## src/hw/rtl/vpd_pkg.sv

```systemverilog
// shared types, constants and helper functions of the vapor pressure deficit block
package vpd_pkg;

   // field widths
   localparam int TempW  = 16;
   localparam int RhW    = 16;
   localparam int CompW  = 14;   // 10000 - rh, 0..10000
   localparam int DefW   = 18;

   // temperature ratio divider
   localparam int DenW      = 23;   // 100 * (t + 23730)
   localparam int MagW      = 26;   // |1727 * t|
   localparam int NumW      = 58;   // (mag << 32) + den / 2
   localparam int QuoW      = 38;   // quotient bits kept, more means a very cold reading
   localparam int DivStages = QuoW / 2;

   // range reduction and series
   localparam int KW        = 6;
   localparam int XsW       = 38;
   localparam int NumTerms  = 12;   // series terms two to thirteen
   localparam int SumW      = 33;
   localparam int MantW     = 46;
   localparam int EsW       = 44;
   localparam int ProdW     = 58;

   localparam logic signed [16:0] TempOffset = 17'sd23730;
   localparam logic [10:0]        RatioMul   = 11'd1727;
   localparam logic [6:0]         DenMul     = 7'd100;
   localparam logic signed [16:0] RhFull     = 17'sd10000;

   localparam logic [31:0]    Ln2Q32   = 32'd2977044472;
   localparam logic [XsW-1:0] KBias    = 38'd139921090184;  // 47 * ln2 in Q32
   localparam logic [QuoW-1:0] XColdLim = 38'h20_0000_0000;  // 32.0 in Q32
   localparam logic [6:0]     ShiftBase = 7'd77;            // 47 + 16 + 14
   localparam logic [12:0]    Es0Units  = 13'd6108;

   // floor(2^34 / n) for n = 2 .. 13
   localparam logic [33:0] TermRecip [NumTerms] = '{
      34'd8589934592, 34'd5726623061, 34'd4294967296, 34'd3435973836,
      34'd2863311530, 34'd2454267026, 34'd2147483648, 34'd1908874353,
      34'd1717986918, 34'd1561806289, 34'd1431655765, 34'd1321528398
   };

   // final scaling
   localparam logic [58:0] RoundAdd  = 59'd327680000;    // 5000 * 65536
   localparam logic [42:0] SatLim    = 43'd2621440000;   // 262144 * 10000
   localparam logic [31:0] Recip10k  = 32'd3518437208;   // floor(2^45 / 10000)
   localparam logic [31:0] TenK      = 32'd10000;

   // register indexes on the control port
   localparam logic RegTempLow  = 1'b0;
   localparam logic RegTempHigh = 1'b1;

   typedef struct packed {
      logic              ok;
      logic              neg;
      logic [NumW-1:0]   num;
      logic [DenW-1:0]   den;
      logic [CompW-1:0]  rh_comp;
   } front_type;

   typedef struct packed {
      logic              ok;
      logic              neg;
      logic              ovf;
      logic [DenW-1:0]   rem;
      logic [QuoW-1:0]   quo;
      logic [QuoW-1:0]   low;
      logic [DenW-1:0]   den;
      logic [CompW-1:0]  rh_comp;
   } div_stage_type;

   typedef struct packed {
      logic              ok;
      logic              neg;
      logic              ovf;
      logic [QuoW-1:0]   quo;
      logic [CompW-1:0]  rh_comp;
   } div_type;

   typedef struct packed {
      logic              ok;
      logic              zero;
      logic [KW-1:0]     kk;
      logic [XsW-1:0]    rem;
      logic [CompW-1:0]  rh_comp;
   } kred_type;

   typedef struct packed {
      logic              ok;
      logic              zero;
      logic [KW-1:0]     kk;
      logic [31:0]       r;
      logic [31:0]       term;
      logic [31:0]       quot;
      logic [SumW-1:0]   sum;
      logic [CompW-1:0]  rh_comp;
   } term_type;

   typedef struct packed {
      logic              ok;
      logic              zero;
      logic [KW-1:0]     kk;
      logic [SumW-1:0]   sum;
      logic [CompW-1:0]  rh_comp;
   } exp_type;

   // one restoring division step, returns {quotient bit, remainder}
   function automatic logic [DenW:0] div_step(input logic [DenW-1:0] rem,
                                              input logic nb,
                                              input logic [DenW-1:0] den);
      logic [DenW:0] t;
      t = {rem, nb};
      if (t >= {1'b0, den}) begin
         return {1'b1, DenW'(t - {1'b0, den})};
      end
      return {1'b0, t[DenW-1:0]};
   endfunction

   // one step of the division by ln2, returns {quotient bit, remainder}
   function automatic logic [XsW:0] k_step(input logic [XsW-1:0] rem,
                                           input logic [2:0] sh);
      logic [XsW-1:0] d;
      d = XsW'(Ln2Q32) << sh;
      if (rem >= d) begin
         return {1'b1, rem - d};
      end
      return {1'b0, rem};
   endfunction

endpackage

```

## src/hw/rtl/vpd_out.sv

```systemverilog
// scaling to saturation pressure, humidity product, division by 10000 and result register
module vpd_out
   import vpd_pkg::*;
(
   input  logic            clock,
   input  logic            reset,
   input  logic            adv,
   input  logic            in_valid,
   input  exp_type         in_data,
   output logic            out_valid,
   output logic [DefW-1:0] deficit,
   output logic            deficit_valid
);

   logic [5:0] vld_ff;
   logic [5:0] vld_in;

   assign vld_in = {vld_ff[4:0], in_valid};

   always_ff @(posedge clock) begin
      if (reset) begin
         vld_ff <= '0;
      end else if (adv) begin
         vld_ff <= vld_in;
      end
   end

   // 6108 * e^r
   logic [MantW-1:0] m_ff;
   logic [MantW-1:0] m_in;
   logic             ok0_ff;
   logic             zero0_ff;
   logic [KW-1:0]    kk0_ff;
   logic [CompW-1:0] rh0_ff;

   assign m_in = MantW'(in_data.sum) * MantW'(Es0Units);

   // shift by k and drop 16 bits
   logic [EsW-1:0]   es_ff;
   logic [EsW-1:0]   es_in;
   logic [59:0]      wide;
   logic [6:0]       amt;
   logic             ok1_ff;
   logic [CompW-1:0] rh1_ff;

   always_comb begin
      wide  = {m_ff, 14'b0};
      amt   = ShiftBase - 7'(kk0_ff);
      es_in = zero0_ff ? '0 : EsW'(wide >> amt);
   end

   // es * (10000 - rh)
   logic [ProdW-1:0] prod_ff;
   logic [ProdW-1:0] prod_in;
   logic             ok2_ff;

   assign prod_in = ProdW'(es_ff) * ProdW'(rh1_ff);

   // round, drop fraction, saturation check
   logic [58:0] rsum;
   logic [31:0] v_ff;
   logic [31:0] v_in;
   logic        sat_ff;
   logic        sat_in;
   logic        ok3_ff;

   always_comb begin
      rsum   = 59'(prod_ff) + RoundAdd;
      sat_in = rsum[58:16] >= SatLim;
      v_in   = rsum[47:16];
   end

   // reciprocal estimate of v / 10000
   logic [63:0] pq;
   logic [18:0] q0_ff;
   logic [18:0] q0_in;
   logic [31:0] v4_ff;
   logic        sat4_ff;
   logic        ok4_ff;

   always_comb begin
      pq    = 64'(v_ff) * 64'(Recip10k);
      q0_in = pq[63:45];
   end

   // correction and result register
   logic [31:0]     pr;
   logic [31:0]     rem;
   logic [18:0]     qfix;
   logic [DefW-1:0] def_ff;
   logic [DefW-1:0] def_in;
   logic            flag_ff;

   always_comb begin
      pr     = 32'(q0_ff) * TenK;
      rem    = v4_ff - pr;
      qfix   = (rem >= TenK) ? q0_ff + 19'd1 : q0_ff;
      def_in = !ok4_ff ? '0 : (sat4_ff ? '1 : qfix[DefW-1:0]);
   end

   always_ff @(posedge clock) begin
      if (adv) begin
         m_ff     <= m_in;
         ok0_ff   <= in_data.ok;
         zero0_ff <= in_data.zero;
         kk0_ff   <= in_data.kk;
         rh0_ff   <= in_data.rh_comp;

         es_ff    <= es_in;
         ok1_ff   <= ok0_ff;
         rh1_ff   <= rh0_ff;

         prod_ff  <= prod_in;
         ok2_ff   <= ok1_ff;

         v_ff     <= v_in;
         sat_ff   <= sat_in;
         ok3_ff   <= ok2_ff;

         q0_ff    <= q0_in;
         v4_ff    <= v_ff;
         sat4_ff  <= sat_ff;
         ok4_ff   <= ok3_ff;

         def_ff   <= def_in;
         flag_ff  <= ok4_ff;
      end
   end

   assign out_valid     = vld_ff[5];
   assign deficit       = def_ff;
   assign deficit_valid = flag_ff;

endmodule

```

## config.mk

```make
export PLATFORM = sky130hd
export DESIGN_NAME = vpd_out
export DESIGN_NICKNAME = d
export VERILOG_FILES = /design/src/hw/rtl/vpd_pkg.sv /design/src/hw/rtl/vpd_out.sv
export SDC_FILE = /design/constraint.sdc
export NUM_CORES = 2
export LEC_CHECK = 0
export BUFFER_PORTS_ARGS = -buffer_cell sky130_fd_sc_hd__buf_2
export CORE_ASPECT_RATIO = 1.4
export CORE_UTILIZATION = 61
export CTS_BUF_LIST = sky130_fd_sc_hd__clkbuf_16
export DETAILED_ROUTE_END_ITERATION = 10
export GPL_TIMING_DRIVEN = 0
export PLACE_DENSITY = 0.83
export SKIP_LAST_GASP = 1
export SLEW_MARGIN = 30
export SYNTH_ARGS = -nofsm -noshare
export SYNTH_HDL_FRONTEND = slang
export SYNTH_SLANG_ARGS = --single-unit
```

## constraint.sdc

```tcl
create_clock -name clock -period 8.6 [get_ports clock]
set_input_delay 1.72 -clock clock [delete_from_list [all_inputs] [get_ports clock]]
set_output_delay 1.72 -clock clock [all_outputs]
set_load 0.01 [all_outputs]
```

==> metrics.txt <==
status complete, but fails checks; violated checks negative setup slack; clock sinks 276; synthesized net count 7920; worst endpoint data arrival time approximately 9100 ps; detailed-route wire length between 150000 and 200000 um; fin crit share 1.02; delay-heaviest family, CP adder cells; EDFF count, synth 270; mux contribution to synthesized area 0.0207; number of port buffers 78; synthesis-stage register bit count ~280; chip width 267 um; Vias per Instance 5.77; WP data required 8930 ps; die height 373 um; Buffers & Inverters on Critical Path 7; Warnings, synthesis 0; Synth Instances 5966; Final #Nets roughly 8100; Max Slew Vio Count 0; top_reg_cell synth edfxtp_1; Placeable Area 97100 um2; CTS tree yes; Vias 43300; Tmin final roughly 9000 ps; WL per Instance 22.3 um; DR pass1 iterations 8; Area Growth Syn to Fin 7.09%; Max Fclk 0.114 GHz; simple-gate share of the synthesized area 0.103; Rows around 140; Setup CP Type reg2reg; Final GP Congestion 1.03; vias in the first global route 48900; slowest stage delay, CP 560 ps; largest net degree at the start of global routing 90; Worst Hold Path EP ok3_ff$_DFFE_PP_; clk root buf clkbuf_16; initial antenna violation count 4; final hold vios 0; setup ws final -160 ps; main combinational cell family by area after synthesis adder cells; min-delay src ok2_ff$_DFFE_PP_; Synth Area in Adders 0.543; syn_area_per_cell 10.0 um2; GR Util All Layers 0.345; final setup violating endpoints 16; Setup crit start kind flop; Critical R2R Capture deficit[17]$_SDFFCE_PN0P_; r2r startpoint q0_ff[9]$_DFFE_PP_; min-delay worst type reg2reg; synthesized cell area ~60000 um2; slowest stage cell, crit path or4_4; Tightest Pin Transition 1110 ps; crit path max fanout 7; Top Ports between 70 and 80; Hold Path Stages 0; endpoint class of the critical path flop; worst reg-to-reg setup slack -160 ps; Post-Synth XOR/XNOR Area 0.0266; register area share after synthesis 0.137; compound-cell area share of the yosys netlist 0.0674; clk_lat worst skew 610 ps; worst r2r path cells 35; Yosys cell types 90; Clock Pin Slew Worst Setup and Hold Paths 60 ps; Detailed Place HPWL between 100000 and 150000 um; Yosys top cell area share 0.393; leading area contributor after synthesis fa_1; Starting Density 0.617; Max-Cap Viols 0; Initial DRC Count approximately 2500; Clock Tree Buf Depth 3; final core utilization 0.661; die area ~100000 um2; layout cells sized above 1 0.0563; top cells by area, synth fa_1 39%, ha_1 15%, edfxtp_1 14%; first-pass GRT wire length 258000 um; RSZ-0062 raised after global routing true; asr flop ratio synth 0; DR DRC count 0; setup_tns -1260 ps; clk_skew 40.0 ps; GRT Residual Overflow 0; post-route ant nets 0; H-Tree Level Count 2; Num CTS Buffers 34; Max-slew headroom 0.257
[cell usage in the layout (no fill, tap or decap), types with 29 or more instances in the layout]
cell type,instances
inv_1,1433
o21ai_0,113
a21oi_1,181
xor2_1,68
nor2_1,181
clkbuf_16,36
fa_1,1177
nand3_1,50
nor3_1,35
nand2b_1,29
edfxtp_1,270
mux4_2,32
nand2_1,547
a21o_1,79
clkbuf_1,160
a211oi_1,31
mux2i_1,45
and2_1,294
buf_2,77
a31oi_1,35
ha_1,711
buf_4,90
xnor2_1,110
[layout make-up]
type / count / area (um2)
Multi-Input combinational cell: 4064 / 45800
Inverter: 1446 / 5440
Buffer: 179 / 703
Timing Repair Buffer: 177 / 1230
Tap cell: 1301 / 1630
Sequential cell: 276 / 8230
Clock inverter: 23 / 218
Clock buffer: 36 / 901
Fill cell: 7225 / 33000
Antenna cell: 1 / 2.50
[cell usage after synthesis, drive strengths merged (31+ instances only)]
library cell / n
inv: 1445
fa: 1177
ha: 718
nand2: 548
and2: 294
edfxtp: 270
a21oi: 187
nor2: 182
clkbuf: 171
o21ai: 124
xnor2: 113
a21o: 79
xor2: 69
nand3: 50
mux2i: 45
nor3: 37
a31oi: 36
mux4: 32
a211oi: 31
[kinds of logic after synthesis]
| family | count (synthesis) |
|---|---|
| adder cells (fa/ha/maj) | 1895 |
| AND/OR/NAND/NOR | 1278 |
| AO/OA/AOI/OAI | 626 |
| flip-flops | 276 |
| buffers and inverters | 1626 |
| XOR/XNOR | 182 |
| multiplexers | 83 |
[per-layer routing]
layer  vias to the layer above  global-route usage  part of all wire
met1                     21700               0.321              0.31
met3                       814              0.0467             0.046
met5                         -                   0           0.00021
met4                         6               0.315              0.11
met2                      1690               0.641              0.54
li1                      19100                   -                 -
[per-stage QoR]
| step | worst slack, ps | std cells | hold slack [ps] | area, um2 |
|---|---|---|---|---|
| floorplan | 531 | 5966 | 400 | 59900 |
| global placement | -560 | 7345 | 402 | 61900 |
| detailed placement | -756 | 7349 | 405 | 62100 |
| CTS | 1.98 | 7431 | 412 | 63400 |
| global route | -595 | 7502 | 420 | 64200 |
| finish | -160 | 7503 | 413 | 64200 |
[how the worst max path moves through the flow]
stage	start	endpoint	slack, ps	depth (start not counted)
2_1_floorplan	q0_ff[8]$_DFFE_PP_	deficit[11]$_SDFFCE_PN0P_	530	34
3_3_place_gp	q0_ff[4]$_DFFE_PP_	deficit[11]$_SDFFCE_PN0P_	-560	35
3_5_place_dp	q0_ff[8]$_DFFE_PP_	deficit[16]$_SDFFCE_PN0P_	-760	31
4_1_cts	v_ff[21]$_DFFE_PP_	q0_ff[18]$_DFFE_PP_	2	22
5_1_grt	q0_ff[3]$_DFFE_PP_	deficit[17]$_SDFFCE_PN0P_	-590	37
6_report	q0_ff[9]$_DFFE_PP_	deficit[17]$_SDFFCE_PN0P_	-160	35
[timing repair]
item / CTS / global route
hold buffers: 0 / 0
gates resized for setup: 20 / 53
setup endpoints to repair: 24 / 30
setup buffers: 24 / 70
pin swaps: 7 / 35
[sequential cells by signal, indices dropped and copies added, names as in the netlist]
register / count
es_ff: 44
m_ff: 44
prod_ff: 42
v_ff: 32
v4_ff: 28
q0_ff: 19
deficit: 18
rh0_ff: 14
rh1_ff: 14
kk0_ff: 6
vld_ff: 6
deficit_valid: 1
ok0_ff: 1
ok1_ff: 1
ok2_ff: 1
ok3_ff: 1
ok4_ff: 1
sat4_ff: 1
sat_ff: 1
zero0_ff: 1
Power is left out: the tool's default activity adds up to more than one toggle a clock period on the data nets, which glitch-free logic cannot reach.
