## config.mk

```make
export PLATFORM = sky130hd
export DESIGN_NAME = vpd_front
export DESIGN_NICKNAME = d
export VERILOG_FILES = /design/src/hw/rtl/vpd_pkg.sv /design/src/hw/rtl/vpd_front.sv
export SDC_FILE = /design/constraint.sdc
export NUM_CORES = 1
export LEC_CHECK = 0
export CAP_MARGIN = 20
export CORE_ASPECT_RATIO = 1.2
export CORE_MARGIN = 4
export CORE_UTILIZATION = 35
export CTS_CLUSTER_DIAMETER = 50
export DETAILED_ROUTE_END_ITERATION = 16
export DONT_BUFFER_PORTS = 1
export GPL_TIMING_DRIVEN = 0
export SLEW_MARGIN = 25
export SYNTH_ARGS = -nofsm -noshare
export SYNTH_HDL_FRONTEND = slang
export SYNTH_SLANG_ARGS = --single-unit
```

## constraint.sdc

```tcl
create_clock -name clock -period 8.1 [get_ports clock]
set_clock_uncertainty 0.1 [all_clocks]
set_input_delay 1.62 -clock clock [delete_from_list [all_inputs] [get_ports clock]]
set_output_delay 1.62 -clock clock [all_outputs]
set_load 0.005 [all_outputs]
```

## src/hw/rtl/vpd_pkg.sv

```systemverilog
// shared types, constants and helper functions of the vapor pressure deficit block
package vpd_pkg;

   // field widths
   localparam int TempW  = 16;
   localparam int RhW    = 16;
   localparam int CompW  = 14;   // 10000 - rh, 0..10000
   localparam int DefW   = 18;

   // temperature ratio divider
   localparam int DenW      = 23;   // 100 * (t + 23730)
   localparam int MagW      = 26;   // |1727 * t|
   localparam int NumW      = 58;   // (mag << 32) + den / 2
   localparam int QuoW      = 38;   // quotient bits kept, more means a very cold reading
   localparam int DivStages = QuoW / 2;

   // range reduction and series
   localparam int KW        = 6;
   localparam int XsW       = 38;
   localparam int NumTerms  = 12;   // series terms two to thirteen
   localparam int SumW      = 33;
   localparam int MantW     = 46;
   localparam int EsW       = 44;
   localparam int ProdW     = 58;

   localparam logic signed [16:0] TempOffset = 17'sd23730;
   localparam logic [10:0]        RatioMul   = 11'd1727;
   localparam logic [6:0]         DenMul     = 7'd100;
   localparam logic signed [16:0] RhFull     = 17'sd10000;

   localparam logic [31:0]    Ln2Q32   = 32'd2977044472;
   localparam logic [XsW-1:0] KBias    = 38'd139921090184;  // 47 * ln2 in Q32
   localparam logic [QuoW-1:0] XColdLim = 38'h20_0000_0000;  // 32.0 in Q32
   localparam logic [6:0]     ShiftBase = 7'd77;            // 47 + 16 + 14
   localparam logic [12:0]    Es0Units  = 13'd6108;

   // floor(2^34 / n) for n = 2 .. 13
   localparam logic [33:0] TermRecip [NumTerms] = '{
      34'd8589934592, 34'd5726623061, 34'd4294967296, 34'd3435973836,
      34'd2863311530, 34'd2454267026, 34'd2147483648, 34'd1908874353,
      34'd1717986918, 34'd1561806289, 34'd1431655765, 34'd1321528398
   };

   // final scaling
   localparam logic [58:0] RoundAdd  = 59'd327680000;    // 5000 * 65536
   localparam logic [42:0] SatLim    = 43'd2621440000;   // 262144 * 10000
   localparam logic [31:0] Recip10k  = 32'd3518437208;   // floor(2^45 / 10000)
   localparam logic [31:0] TenK      = 32'd10000;

   // register indexes on the control port
   localparam logic RegTempLow  = 1'b0;
   localparam logic RegTempHigh = 1'b1;

   typedef struct packed {
      logic              ok;
      logic              neg;
      logic [NumW-1:0]   num;
      logic [DenW-1:0]   den;
      logic [CompW-1:0]  rh_comp;
   } front_type;

   typedef struct packed {
      logic              ok;
      logic              neg;
      logic              ovf;
      logic [DenW-1:0]   rem;
      logic [QuoW-1:0]   quo;
      logic [QuoW-1:0]   low;
      logic [DenW-1:0]   den;
      logic [CompW-1:0]  rh_comp;
   } div_stage_type;

   typedef struct packed {
      logic              ok;
      logic              neg;
      logic              ovf;
      logic [QuoW-1:0]   quo;
      logic [CompW-1:0]  rh_comp;
   } div_type;

   typedef struct packed {
      logic              ok;
      logic              zero;
      logic [KW-1:0]     kk;
      logic [XsW-1:0]    rem;
      logic [CompW-1:0]  rh_comp;
   } kred_type;

   typedef struct packed {
      logic              ok;
      logic              zero;
      logic [KW-1:0]     kk;
      logic [31:0]       r;
      logic [31:0]       term;
      logic [31:0]       quot;
      logic [SumW-1:0]   sum;
      logic [CompW-1:0]  rh_comp;
   } term_type;

   typedef struct packed {
      logic              ok;
      logic              zero;
      logic [KW-1:0]     kk;
      logic [SumW-1:0]   sum;
      logic [CompW-1:0]  rh_comp;
   } exp_type;

   // one restoring division step, returns {quotient bit, remainder}
   function automatic logic [DenW:0] div_step(input logic [DenW-1:0] rem,
                                              input logic nb,
                                              input logic [DenW-1:0] den);
      logic [DenW:0] t;
      t = {rem, nb};
      if (t >= {1'b0, den}) begin
         return {1'b1, DenW'(t - {1'b0, den})};
      end
      return {1'b0, t[DenW-1:0]};
   endfunction

   // one step of the division by ln2, returns {quotient bit, remainder}
   function automatic logic [XsW:0] k_step(input logic [XsW-1:0] rem,
                                           input logic [2:0] sh);
      logic [XsW-1:0] d;
      d = XsW'(Ln2Q32) << sh;
      if (rem >= d) begin
         return {1'b1, rem - d};
      end
      return {1'b0, rem};
   endfunction

endpackage

```

## src/hw/rtl/vpd_front.sv

```systemverilog
// input stage: range checks and numerator and denominator of the exponent ratio
module vpd_front
   import vpd_pkg::*;
(
   input  logic                    clock,
   input  logic                    reset,
   input  logic                    adv,
   input  logic                    in_valid,
   input  logic signed [TempW-1:0] air_temp,
   input  logic                    temp_present,
   input  logic signed [RhW-1:0]   rel_humidity,
   input  logic                    humidity_present,
   input  logic signed [TempW-1:0] temp_low,
   input  logic signed [TempW-1:0] temp_high,
   output logic                    out_valid,
   output front_type               out_data
);

   logic      valid_ff;
   front_type data_ff;
   front_type data_in;

   logic signed [16:0] t_off;
   logic [15:0]        t_abs;
   logic [MagW-1:0]    mag;
   logic [DenW-1:0]    den;
   logic signed [16:0] rh_diff;

   // checks, |1727*t|, 100*(t+23730)
   always_comb begin
      t_off   = 17'(air_temp) + TempOffset;
      t_abs   = air_temp[TempW-1] ? 16'(-air_temp) : 16'(air_temp);
      mag     = MagW'({10'b0, t_abs} * MagW'(RatioMul));
      den     = DenW'(DenW'(t_off[15:0]) * DenW'(DenMul));
      rh_diff = RhFull - 17'(rel_humidity);

      data_in.ok = temp_present && humidity_present
                   && (air_temp >= temp_low) && (air_temp <= temp_high)
                   && (rel_humidity >= 16'sd0) && (rel_humidity <= 16'sd10000)
                   && (t_off > 17'sd0);
      data_in.neg     = air_temp[TempW-1];
      // low 32 bits of mag<<32 are zero, so adding den/2 is a concatenation
      data_in.num     = {mag, 10'b0, den[DenW-1:1]};
      data_in.den     = den;
      data_in.rh_comp = rh_diff[CompW-1:0];
   end

   always_ff @(posedge clock) begin
      if (reset) begin
         valid_ff <= 1'b0;
      end else if (adv) begin
         valid_ff <= in_valid;
      end
   end

   always_ff @(posedge clock) begin
      if (adv) begin
         data_ff <= data_in;
      end
   end

   assign out_valid = valid_ff;
   assign out_data  = data_ff;

endmodule

```

==> results of run 1 <==
==> timing repair <==
item                       in CTS  in global routing
setup endpoints to repair       4                 10
resized for setup               3                 19
pin swaps                       0                  8
setup buffers                   0                 16
==> per-layer routing <==
layer | vias up | GRT usage [%] | wire length, um
met5 | - | 0 | 0
met4 | 0 | 3.61 | 335
met3 | 21 | 2.95 | 1120
met2 | 163 | 25.5 | 10400
met1 | 3184 | 18.3 | 9400
li1 | 3320 | - | -
==> through the flow <==
step | cell area, sq um | utilization (%) | cells | hold slack [ns]
global placement | 10300 | 37.7 | 1383 | 0.409
floorplan | 9830 | - | 1009 | 0.385
global route | 10800 | 39.5 | 1415 | 0.500
CTS | 10600 | 38.7 | 1399 | 0.472
finish | 10800 | 39.5 | 1415 | 0.453
detailed placement | 10300 | 37.7 | 1383 | 0.456
==> registers in the layout, summed over array words and instances, names as in the netlist <==
register / flops
out_valid: 1
out_data: 62
==> area by class of cell <==
| class | count | area share [%] |
|---|---|---|
| plain buffers | 44 | 3.30 |
| clock buffers | 10 | 2.21 |
| clock inverters | 6 | 0.417 |
| inverters | 212 | 7.43 |
| multi-input cells | 690 | 63.7 |
| flip-flops and latches | 63 | 17.4 |
| well taps | 374 | 4.34 |
| repair buffers | 16 | 1.11 |
==> synthesized netlist by cell type, drive strengths merged (3+ instances only) <==
library cell / number
buf: 38
o31ai: 4
ha: 181
inv: 211
nor3: 10
nand2: 34
nand2b: 11
clkbuf: 5
o21ai: 25
edfxtp: 62
nand4: 9
a21boi: 4
or3: 3
xnor2: 68
a31oi: 4
xor2: 31
and4: 3
o311ai: 3
a21o: 20
nor2b: 12
a211oi: 3
a21oi: 52
fa: 87
o21bai: 3
or2: 8
nor2: 43
and3: 5
a2111oi: 4
o21a: 10
and2: 4
nand3: 11
nor4: 3
o31a: 3
==> cell families after synthesis <==
family | synth area share (%)
AO/OA/AOI/OAI | 9.79
XOR/XNOR | 9.34
adder cells (fa/ha/maj) | 41.0
buffers and inverters | 11.8
flip-flops | 19.3
multiplexers | 0.205
other | 0.0384
AND/OR/NAND/NOR | 8.53
==> worst paths after layout <==
check | start | end | slack (ns) | cells past startpoint
max reg2reg | out_valid | out_valid | 7.37 | 2
min reg2reg | out_valid | out_valid | 0.45 | 2
min | out_valid | out_valid | 0.45 | 2
max | air_temp[1] | out_data[94] | 0.23 | 23
==> critical path: stages <==
cell        delay [ns]
clkinvlp_4        0.09
ha_1              0.17
or4b_4            0.47
or3_4             0.36
or4_4             0.49
o21ai_4           0.21
xor2_4            0.25
inv_2             0.14
fa_1              0.51
fa_1              0.53
fa_1              0.44
fa_1              0.56
inv_1             0.06
fa_1              0.53
inv_1             0.05
ha_1              0.36
nand3_1           0.14
nor2_2            0.15
nand2_1           0.09
a21oi_2           0.18
nor4_2            0.08
o31ai_1           0.25
xnor2_1           0.12
==> metrics, run 1 <==
status=completed; Final setup viols=0; Reg area=0.00188 sq mm; routed vias=6688; antenna violations before repair=0; critical path fanouts, max=9; hold crit path type=flop to flop; Period minus WS final=between 7 and 8 ns; vias per cell=around 4.7; Setup Crit Path Kind=primary input to flop; IO buf count=0; Req. time, crit path=8.10 ns; final hold vios=0; most frequent cells in the layout=inv_1 (208), ha_1 (179), fa_1 (87), xnor2_1 (65), edfxtp_1 (62); Overflow after GRT=0; pre-CTS worst setup slack=-0.493 ns; Post-synth EDFFs=62; routability cong.=0.901; MaxCap Viol Count=0; Die H=191 um; cts bufs inserted=9; Max Slew Vio Count=0; Worst slew margin=37.2%; post-DR wirelength/cell=15.0 um; Netlist Area Pre-Place=around 0.01 sq mm; Nets=1374; sequential area share after synthesis=19.3%; CTS Hold Bufs=0; core area=0.0273 sq mm; post-DP HPWL=around 18000 um; Clock Latency Late Sink=around 0.34 ns; TritonCTS clock tree=yes; I/O pin count=between 150 and 200; Layout area overhead=10.5%; Die Wd=around 160 um; Total Wirelength=21300 um; critical path launch point type=primary input; CTS sink cnt=63; Final WS setup=around 0.23 ns; Syn Area/Cell=between 9 and 10 sq um; Worst Path Arrival=7.86 ns; highest clock rate=127 MHz; iteration-0 DRC count of the detailed router=roughly 230; top_reg_cell synth=edfxtp_1; Setup Total Neg Slack=0 ns; Crit. End Element=flop; number of synthesis warnings=0; FP Rows=66; first-pass GRT wire length=roughly 36000 um; flops & latches, synth=63; die area=0.0306 sq mm; Yosys top cell area share=23.2%; Syn Inst Count=around 1000; Distinct cells, synth=66; GRT Util Overall=14.5%; Post-DRT Antenna Nets=0; most common cell after layout, fill and taps aside=inv_1; Max clock buf depth=2; area leader, netlist=ha_1; first-pass detailed-route iteration total=5; final worst path period share=97.1%; ys async rst share=0%; Worst-path clk slew=around 0.070 ns; initial core utilization=a little over a third; # diodes=0; Remaining DRCs=0; H-tree lvl count=3; largest net degree at the start of global routing=64; multi-input logic area=0.00688 sq mm; root buf cell=clkbuf_16; filler cell count=2678; share of cells above drive strength 1=10.7%; vias in the first global route=7030; Worst-Margin Slew=0.936 ns; synth top area cells=ha_1 (23%), edfxtp_1 (19%), fa_1 (18%), inv_1 (8.1%), xnor2_1 (5.9%)
Power of run 1 is not shown: default switching activity piles up to over one toggle a cycle in this logic, so the estimate is an artifact.
==> run 2: changes to the inputs <==
--- a/config.mk
+++ b/config.mk
@@ -8,11 +8,12 @@
 export CAP_MARGIN = 20
 export CORE_ASPECT_RATIO = 1.2
 export CORE_MARGIN = 4
-export CORE_UTILIZATION = 35
+export CORE_UTILIZATION = 60
 export CTS_CLUSTER_DIAMETER = 50
 export DETAILED_ROUTE_END_ITERATION = 16
 export DONT_BUFFER_PORTS = 1
 export GPL_TIMING_DRIVEN = 0
+export PLACE_DENSITY = 0.79
 export SLEW_MARGIN = 25
 export SYNTH_ARGS = -nofsm -noshare
 export SYNTH_HDL_FRONTEND = slang
==> metrics, run 2 (synthesis gave the netlist of run 1 again) <==
# diodes=0 (unchanged); final worst path period share=97.3% (+0.21 points); highest clock rate=127 MHz (-0.21%); GRT Util Overall=22.2% (+7.7 points); die area=0.0184 sq mm (-40%); FP Rows=50 (-24%); CTS sink cnt=63 (unchanged); final non-filler cell total=1242 (-12%); r2r endpoint=out_valid; origin of the critical flop-to-flop path=out_valid; critical path fanouts, max=9 (unchanged); Layout area overhead=8.26%; Remaining DRCs=0 (unchanged); most frequent cells in the layout=inv_1 (208), ha_1 (179), fa_1 (87), xnor2_1 (64), edfxtp_1 (62); Overflow after GRT=0 (unchanged); vias per cell=5.50 (+16%); Max clock buf depth=2 (unchanged); placed inst area=0.0101 sq mm (-2.1%); iteration-0 DRC count of the detailed router=271 (+19%); hold crit path type=flop to flop; Period minus WS final=7.89 ns (+0.0169 ns); Final Cell Area=0.0106 sq mm (-2.0%); worst path cell trace=clkinvlp_4 -> ha_1 -> or4b_4 -> or3_4 -> or4_4 -> o21ai_4 -> xor2_4 -> inv_2 -> fa_1 -> fa_1 -> fa_1 -> fa_1 -> inv_1 -> fa_1 -> inv_1 -> ha_2 -> nand3_1 -> nor2_2 -> nand2_1 -> a21oi_2 -> nor4_2 -> o31ai_1 -> xnor2_1; most used cell, CP=fa_1; pre-CTS worst setup slack=-0.486 ns (+0.00660 ns); cts bufs inserted=9 (unchanged); Hold Path Depth=2 (unchanged); most common cell after layout, fill and taps aside=inv_1; I/O pin count=168 (unchanged); core area=0.0158 sq mm (-42%); Final WS setup=0.215 ns (-0.0169 ns); post-DP HPWL=16400 um (-7.6%); Final setup viols=0 (unchanged); Clock Latency Late Sink=0.34 ns (about the same); Nets=1367 (-0.51%); Req. time, crit path=8.09 ns (about the same); IO buf count=0 (unchanged); TritonCTS clock tree=yes; routability cong.=0.928 (+3.0%); filler cell count=1210 (-55%); placed cell count=1217 (-12%); Post-DRT Antenna Nets=0 (unchanged); root buf cell=clkbuf_16; H-tree lvl count=3 (unchanged); initial core utilization=61.9% (+26 points); Worst slew margin=32.4% (-4.8 points); Die H=148 um (-23%); MaxCap Viol Count=0 (unchanged); R2R depth=2 (unchanged); Worst-Margin Slew=0.989 ns (+0.0536 ns); Worst Path Arrival=7.87 ns (about the same); HP Start=out_valid; Worst-path clk slew=0.06 ns (about the same); status=completed; Die Wd=124 um (-22%); Max Slew Vio Count=0 (unchanged); share of cells above drive strength 1=10.2% (-0.51 points); slowest library cell on the worst path=fa_1; largest net degree at the start of global routing=64 (unchanged); critical path launch point type=primary input; routed vias=6831 (+2.1%); Total Wirelength=19900 um (-6.7%); Setup Crit Path Kind=primary input to flop; Crit. End Element=flop; first-pass detailed-route iteration total=5 (unchanged); vias in the first global route=7177 (+2.1%); antenna violations before repair=0 (unchanged); final hold vios=0 (unchanged); crit path buf inv count=4 (unchanged); first-pass GRT wire length=33600 um (-6.1%); max incr delay on CP=0.55 ns (about the same); CP delay by family, top=adder cells; hold endpoint=out_valid; max reg flops=62 (unchanged); post-DR wirelength/cell=16.0 um (+6.3%); FF-to-FF setup slack=7.40 ns (+0.03 ns)
==> run 2: cell types whose count changed in the layout (fill, tap and decap cells not counted), moves of 2 or more <==
cell        previous run  this run
o21ai_1                2         0
buf_4                 51        44
clkinvlp_4             4         2
o21ai_2                1         3
bufinv_16              0         2
==> run 2: worst max path at each step <==
stage / end / start / depth (start not counted) / slack, ns
floorplan: out_data[93] / air_temp[1] / 24 / 0.12
global placement: out_data[93] / air_temp[1] / 24 / -0.46
detailed placement: out_data[93] / air_temp[1] / 24 / -0.49
CTS: out_data[93] / air_temp[1] / 25 / 0.01
global route: out_data[94] / air_temp[1] / 23 / -0.05
finish: out_data[94] / air_temp[1] / 23 / 0.21
==> run 2: metal layers <==
metal / vias up / part of all wire, % / wire length, um / GRT usage (%)
met5: - / 0 / 0 / 0
met4: 0 / 2.8 / 549 / 7.95
met3: 44 / 6.4 / 1270 / 4.45
met2: 238 / 50 / 9890 / 39.4
met1: 3241 / 41 / 8150 / 26.9
li1: 3308 / - / - / -
==> run 2: repair_timing <==
item,4_1_cts,5_1_grt
hold buffers,0,0
resized for setup,4,17
endpoints found under the setup margin,4,11
setup buffers,4,5
pin swaps,2,6
==> run 2: cell type report <==
| type | count | area, sq um | area share, % |
|---|---|---|---|
| inverter | 212 | 800 | 7.56 |
| sequential | 63 | 1880 | 17.8 |
| clock buffer | 9 | 225 | 2.13 |
| multi-input combinational | 690 | 6880 | 65.0 |
| buffer | 44 | 357 | 3.37 |
| tap | 208 | 260 | 2.46 |
| clock inverter | 7 | 105 | 0.994 |
| timing repair buffer | 9 | 67.6 | 0.639 |
==> run 2: tightest hold or removal path: stages (launching register included) <==
cell and delay (ns):
dfxtp_1 0.35, mux2i_1 0.07, nor2_1 0.08
==> run 2: per-stage QoR <==
step                      utilization (%)  TNS, ns  hold slack [ns]
after floorplan                         -        0            0.385
after global placement               64.0    -2.33            0.417
after detailed placement             64.0    -3.18            0.426
after CTS                            66.3        0            0.435
after global routing                 67.1  -0.0473            0.456
final                                67.1        0            0.434
Power of run 2 is left out for the same reason.
==> run 3: changes to the inputs <==
--- a/config.mk
+++ b/config.mk
@@ -5,6 +5,7 @@
 export SDC_FILE = /design/constraint.sdc
 export NUM_CORES = 1
 export LEC_CHECK = 0
+export ABC_AREA = 1
 export CAP_MARGIN = 20
 export CORE_ASPECT_RATIO = 1.2
 export CORE_MARGIN = 4
==> metrics, run 3 <==
I/O pin count=168 (unchanged); share of cells above drive strength 1=7.39% (-2.8 points); Worst-Margin Slew=0.876 ns (-0.113 ns); Hold Path Depth=2 (unchanged); r2r endpoint=out_valid; post-synthesis adder-cell area fraction=39.1% (-1.9 points); Post-Synth XOR/XNOR Area=7.94% (-1.4 points); GRT Util Overall=23.2% (+0.92 points); H-tree lvl count=3 (unchanged); root buf cell=clkbuf_16; Clock Latency Late Sink=0.34 ns (about the same); most frequent cells in the layout=inv_1 (269), nand2_1 (193), ha_1 (181), fa_1 (87), nor2_1 (66); FF-to-FF setup slack=7.41 ns (about the same); most common cell after layout, fill and taps aside=inv_1; routability cong.=0.890 (-4.0%); core area=0.0169 sq mm (+6.9%); first-pass GRT wire length=36100 um (+7.5%); FP Rows=52 (+4.0%); post-DP HPWL=18100 um (+10%); critical path fanouts, max=9 (unchanged); post-DR wirelength/cell=14.7 um (-7.9%); sequential area share after synthesis=18.4% (-0.91 points); routed vias=7698 (+13%); post-synthesis simple-gate area fraction=14.5% (+6.0 points); MaxCap Viol Count=0 (unchanged); iteration-0 DRC count of the detailed router=395 (+46%); R2R depth=2 (unchanged); Max clock buf depth=2 (unchanged); Overflow after GRT=0 (unchanged); die area=0.0193 sq mm (+4.7%); Remaining DRCs=0 (unchanged); highest clock rate=133 MHz (+4.9%); first-pass detailed-route iteration total=5 (unchanged); Synth Area in Compound Gates=6.86% (-2.9 points); Max Slew Vio Count=0 (unchanged); origin of the critical flop-to-flop path=out_valid; mux contribution to synthesized area=0.0976% (-0.11 points); hold endpoint=out_valid; hold crit path type=flop to flop; Distinct cells, synth=47 (-29%); Req. time, crit path=8.10 ns (about the same); synth cell count leaders=inv_1 (269), nand2_1 (193), ha_1 (181); Worst-path clk slew=0.06 ns (about the same); area leader, netlist=ha_1; setup bufs post-CTS=0 (-4); max incr delay on CP=0.59 ns (+0.04 ns); RSZ-0062 raised after global routing=false; slowest library cell on the worst path=fa_1; final non-filler cell total=1448 (+17%); synth top area cells=ha_1 (22%), edfxtp_1 (18%), fa_1 (17%), inv_1 (9.8%), nand2_1 (7.1%); TritonCTS clock tree=yes; placed cell count=1432 (+18%); Worst slew margin=41.4% (+9.0 points); Layout Utilization=64.7% (-2.4 points); final worst path period share=92.8% (-4.5 points); Nets=1565 (+14%); number of synthesis warnings=0 (unchanged); CTS sink cnt=63 (unchanged); Setup Crit Path Kind=primary input to flop; Syn Area/Cell=8.52 sq um (-13%); final hold vios=0 (unchanged); WHS=0.422 ns (-0.0115 ns); vias per cell=5.32 (-3.3%); Final setup viols=0 (unchanged); Crit. End Element=flop; Post-synth EDFFs=62 (unchanged); largest family of logic cells by synthesized area=adder cells; top_reg_cell synth=edfxtp_1; vias in the first global route=7968 (+11%); largest net degree at the start of global routing=64 (unchanged); Total Wirelength=21300 um (+7.3%); # diodes=0 (unchanged); Worst Path Arrival=7.52 ns (-0.35 ns); IO buf count=0 (unchanged); status=completed; initial core utilization=60.8% (-1.1 points); Yosys top cell area share=22.1% (-1.1 points); Netlist Area Pre-Place=0.0103 sq mm (+5.0%); HP Start=out_valid; antenna violations before repair=0 (unchanged); critical path launch point type=primary input; flops & latches, synth=63 (unchanged); max reg flops=62 (unchanged); ys async rst share=0% (unchanged); Post-DRT Antenna Nets=0 (unchanged); Die H=151 um (+2.3%); Die Wd=127 um (+2.3%); CTS Hold Bufs=0 (unchanged); Period minus WS final=7.52 ns (-0.368 ns); count leader, synth=inv_1; Layout area overhead=6.35%; Syn Inst Count=1204 (+21%); cts bufs inserted=9 (unchanged)
## run 3: cells by family (layout without fill, tap and decap cells)
group                      after synthesis  in the layout
AOI/OAI and AO/OA                      125            125
adders and majority gates              268            268
xor gates and xnor gates                84             84
DFF                                     63             63
muxes                                    1              1
buffers and inverters                  317            333
and+or+nand+nor                        345            345
other                                    1             13
## run 3: critical path: cells and delay by family
family | cells | cell delay (ns)
AOI/OAI and AO/OA | 2 | 0.54
and+or+nand+nor | 10 | 1.15
adders and majority gates | 7 | 3.15
xor gates and xnor gates | 1 | 0.50
buffers and inverters | 5 | 0.53
## run 3: cell type report
type	instances	area (sq um)
multi-input cells	836	7080
fillers	1400	5950
flip-flops and latches	63	1880
inverters	276	1040
plain buffers	41	304
well taps	216	270
clock buffers	9	225
clock inverters	7	103
## run 3: worst max-delay path by stage
stage | start | endpoint
CTS | air_temp[1] | out_data[94]
detailed placement | air_temp[1] | out_data[94]
finish | air_temp[1] | out_data[94]
floorplan | air_temp[1] | out_data[94]
global route | air_temp[1] | out_data[94]
global placement | air_temp[1] | out_data[94]
## run 3: per-stage QoR
step	TNS [ns]	area, sq um	setup slack (ns)
finish	0	10900	0.583
global route	0	10900	0.157
CTS	0	10900	0.323
detailed placement	-0.00646	10600	-0.00646
global placement	0	10600	0.0948
floorplan	0	10300	0.919
## run 3: timing repair
item,CTS,global route
endpoints found under the setup margin,0,3
gates resized for setup,0,1
hold endpoints to repair,0,0
## run 3: per-layer routing
layer	wire length [um]	share of wire, %	GRT usage, %	up-vias
met2	10900	51	42.6	249
met3	1310	6.1	4.27	45
met4	565	2.7	7.62	0
li1	-	-	-	3797
met5	0	0	0	-
met1	8550	40	27.1	3607
Power of run 3 is left out for the same reason.
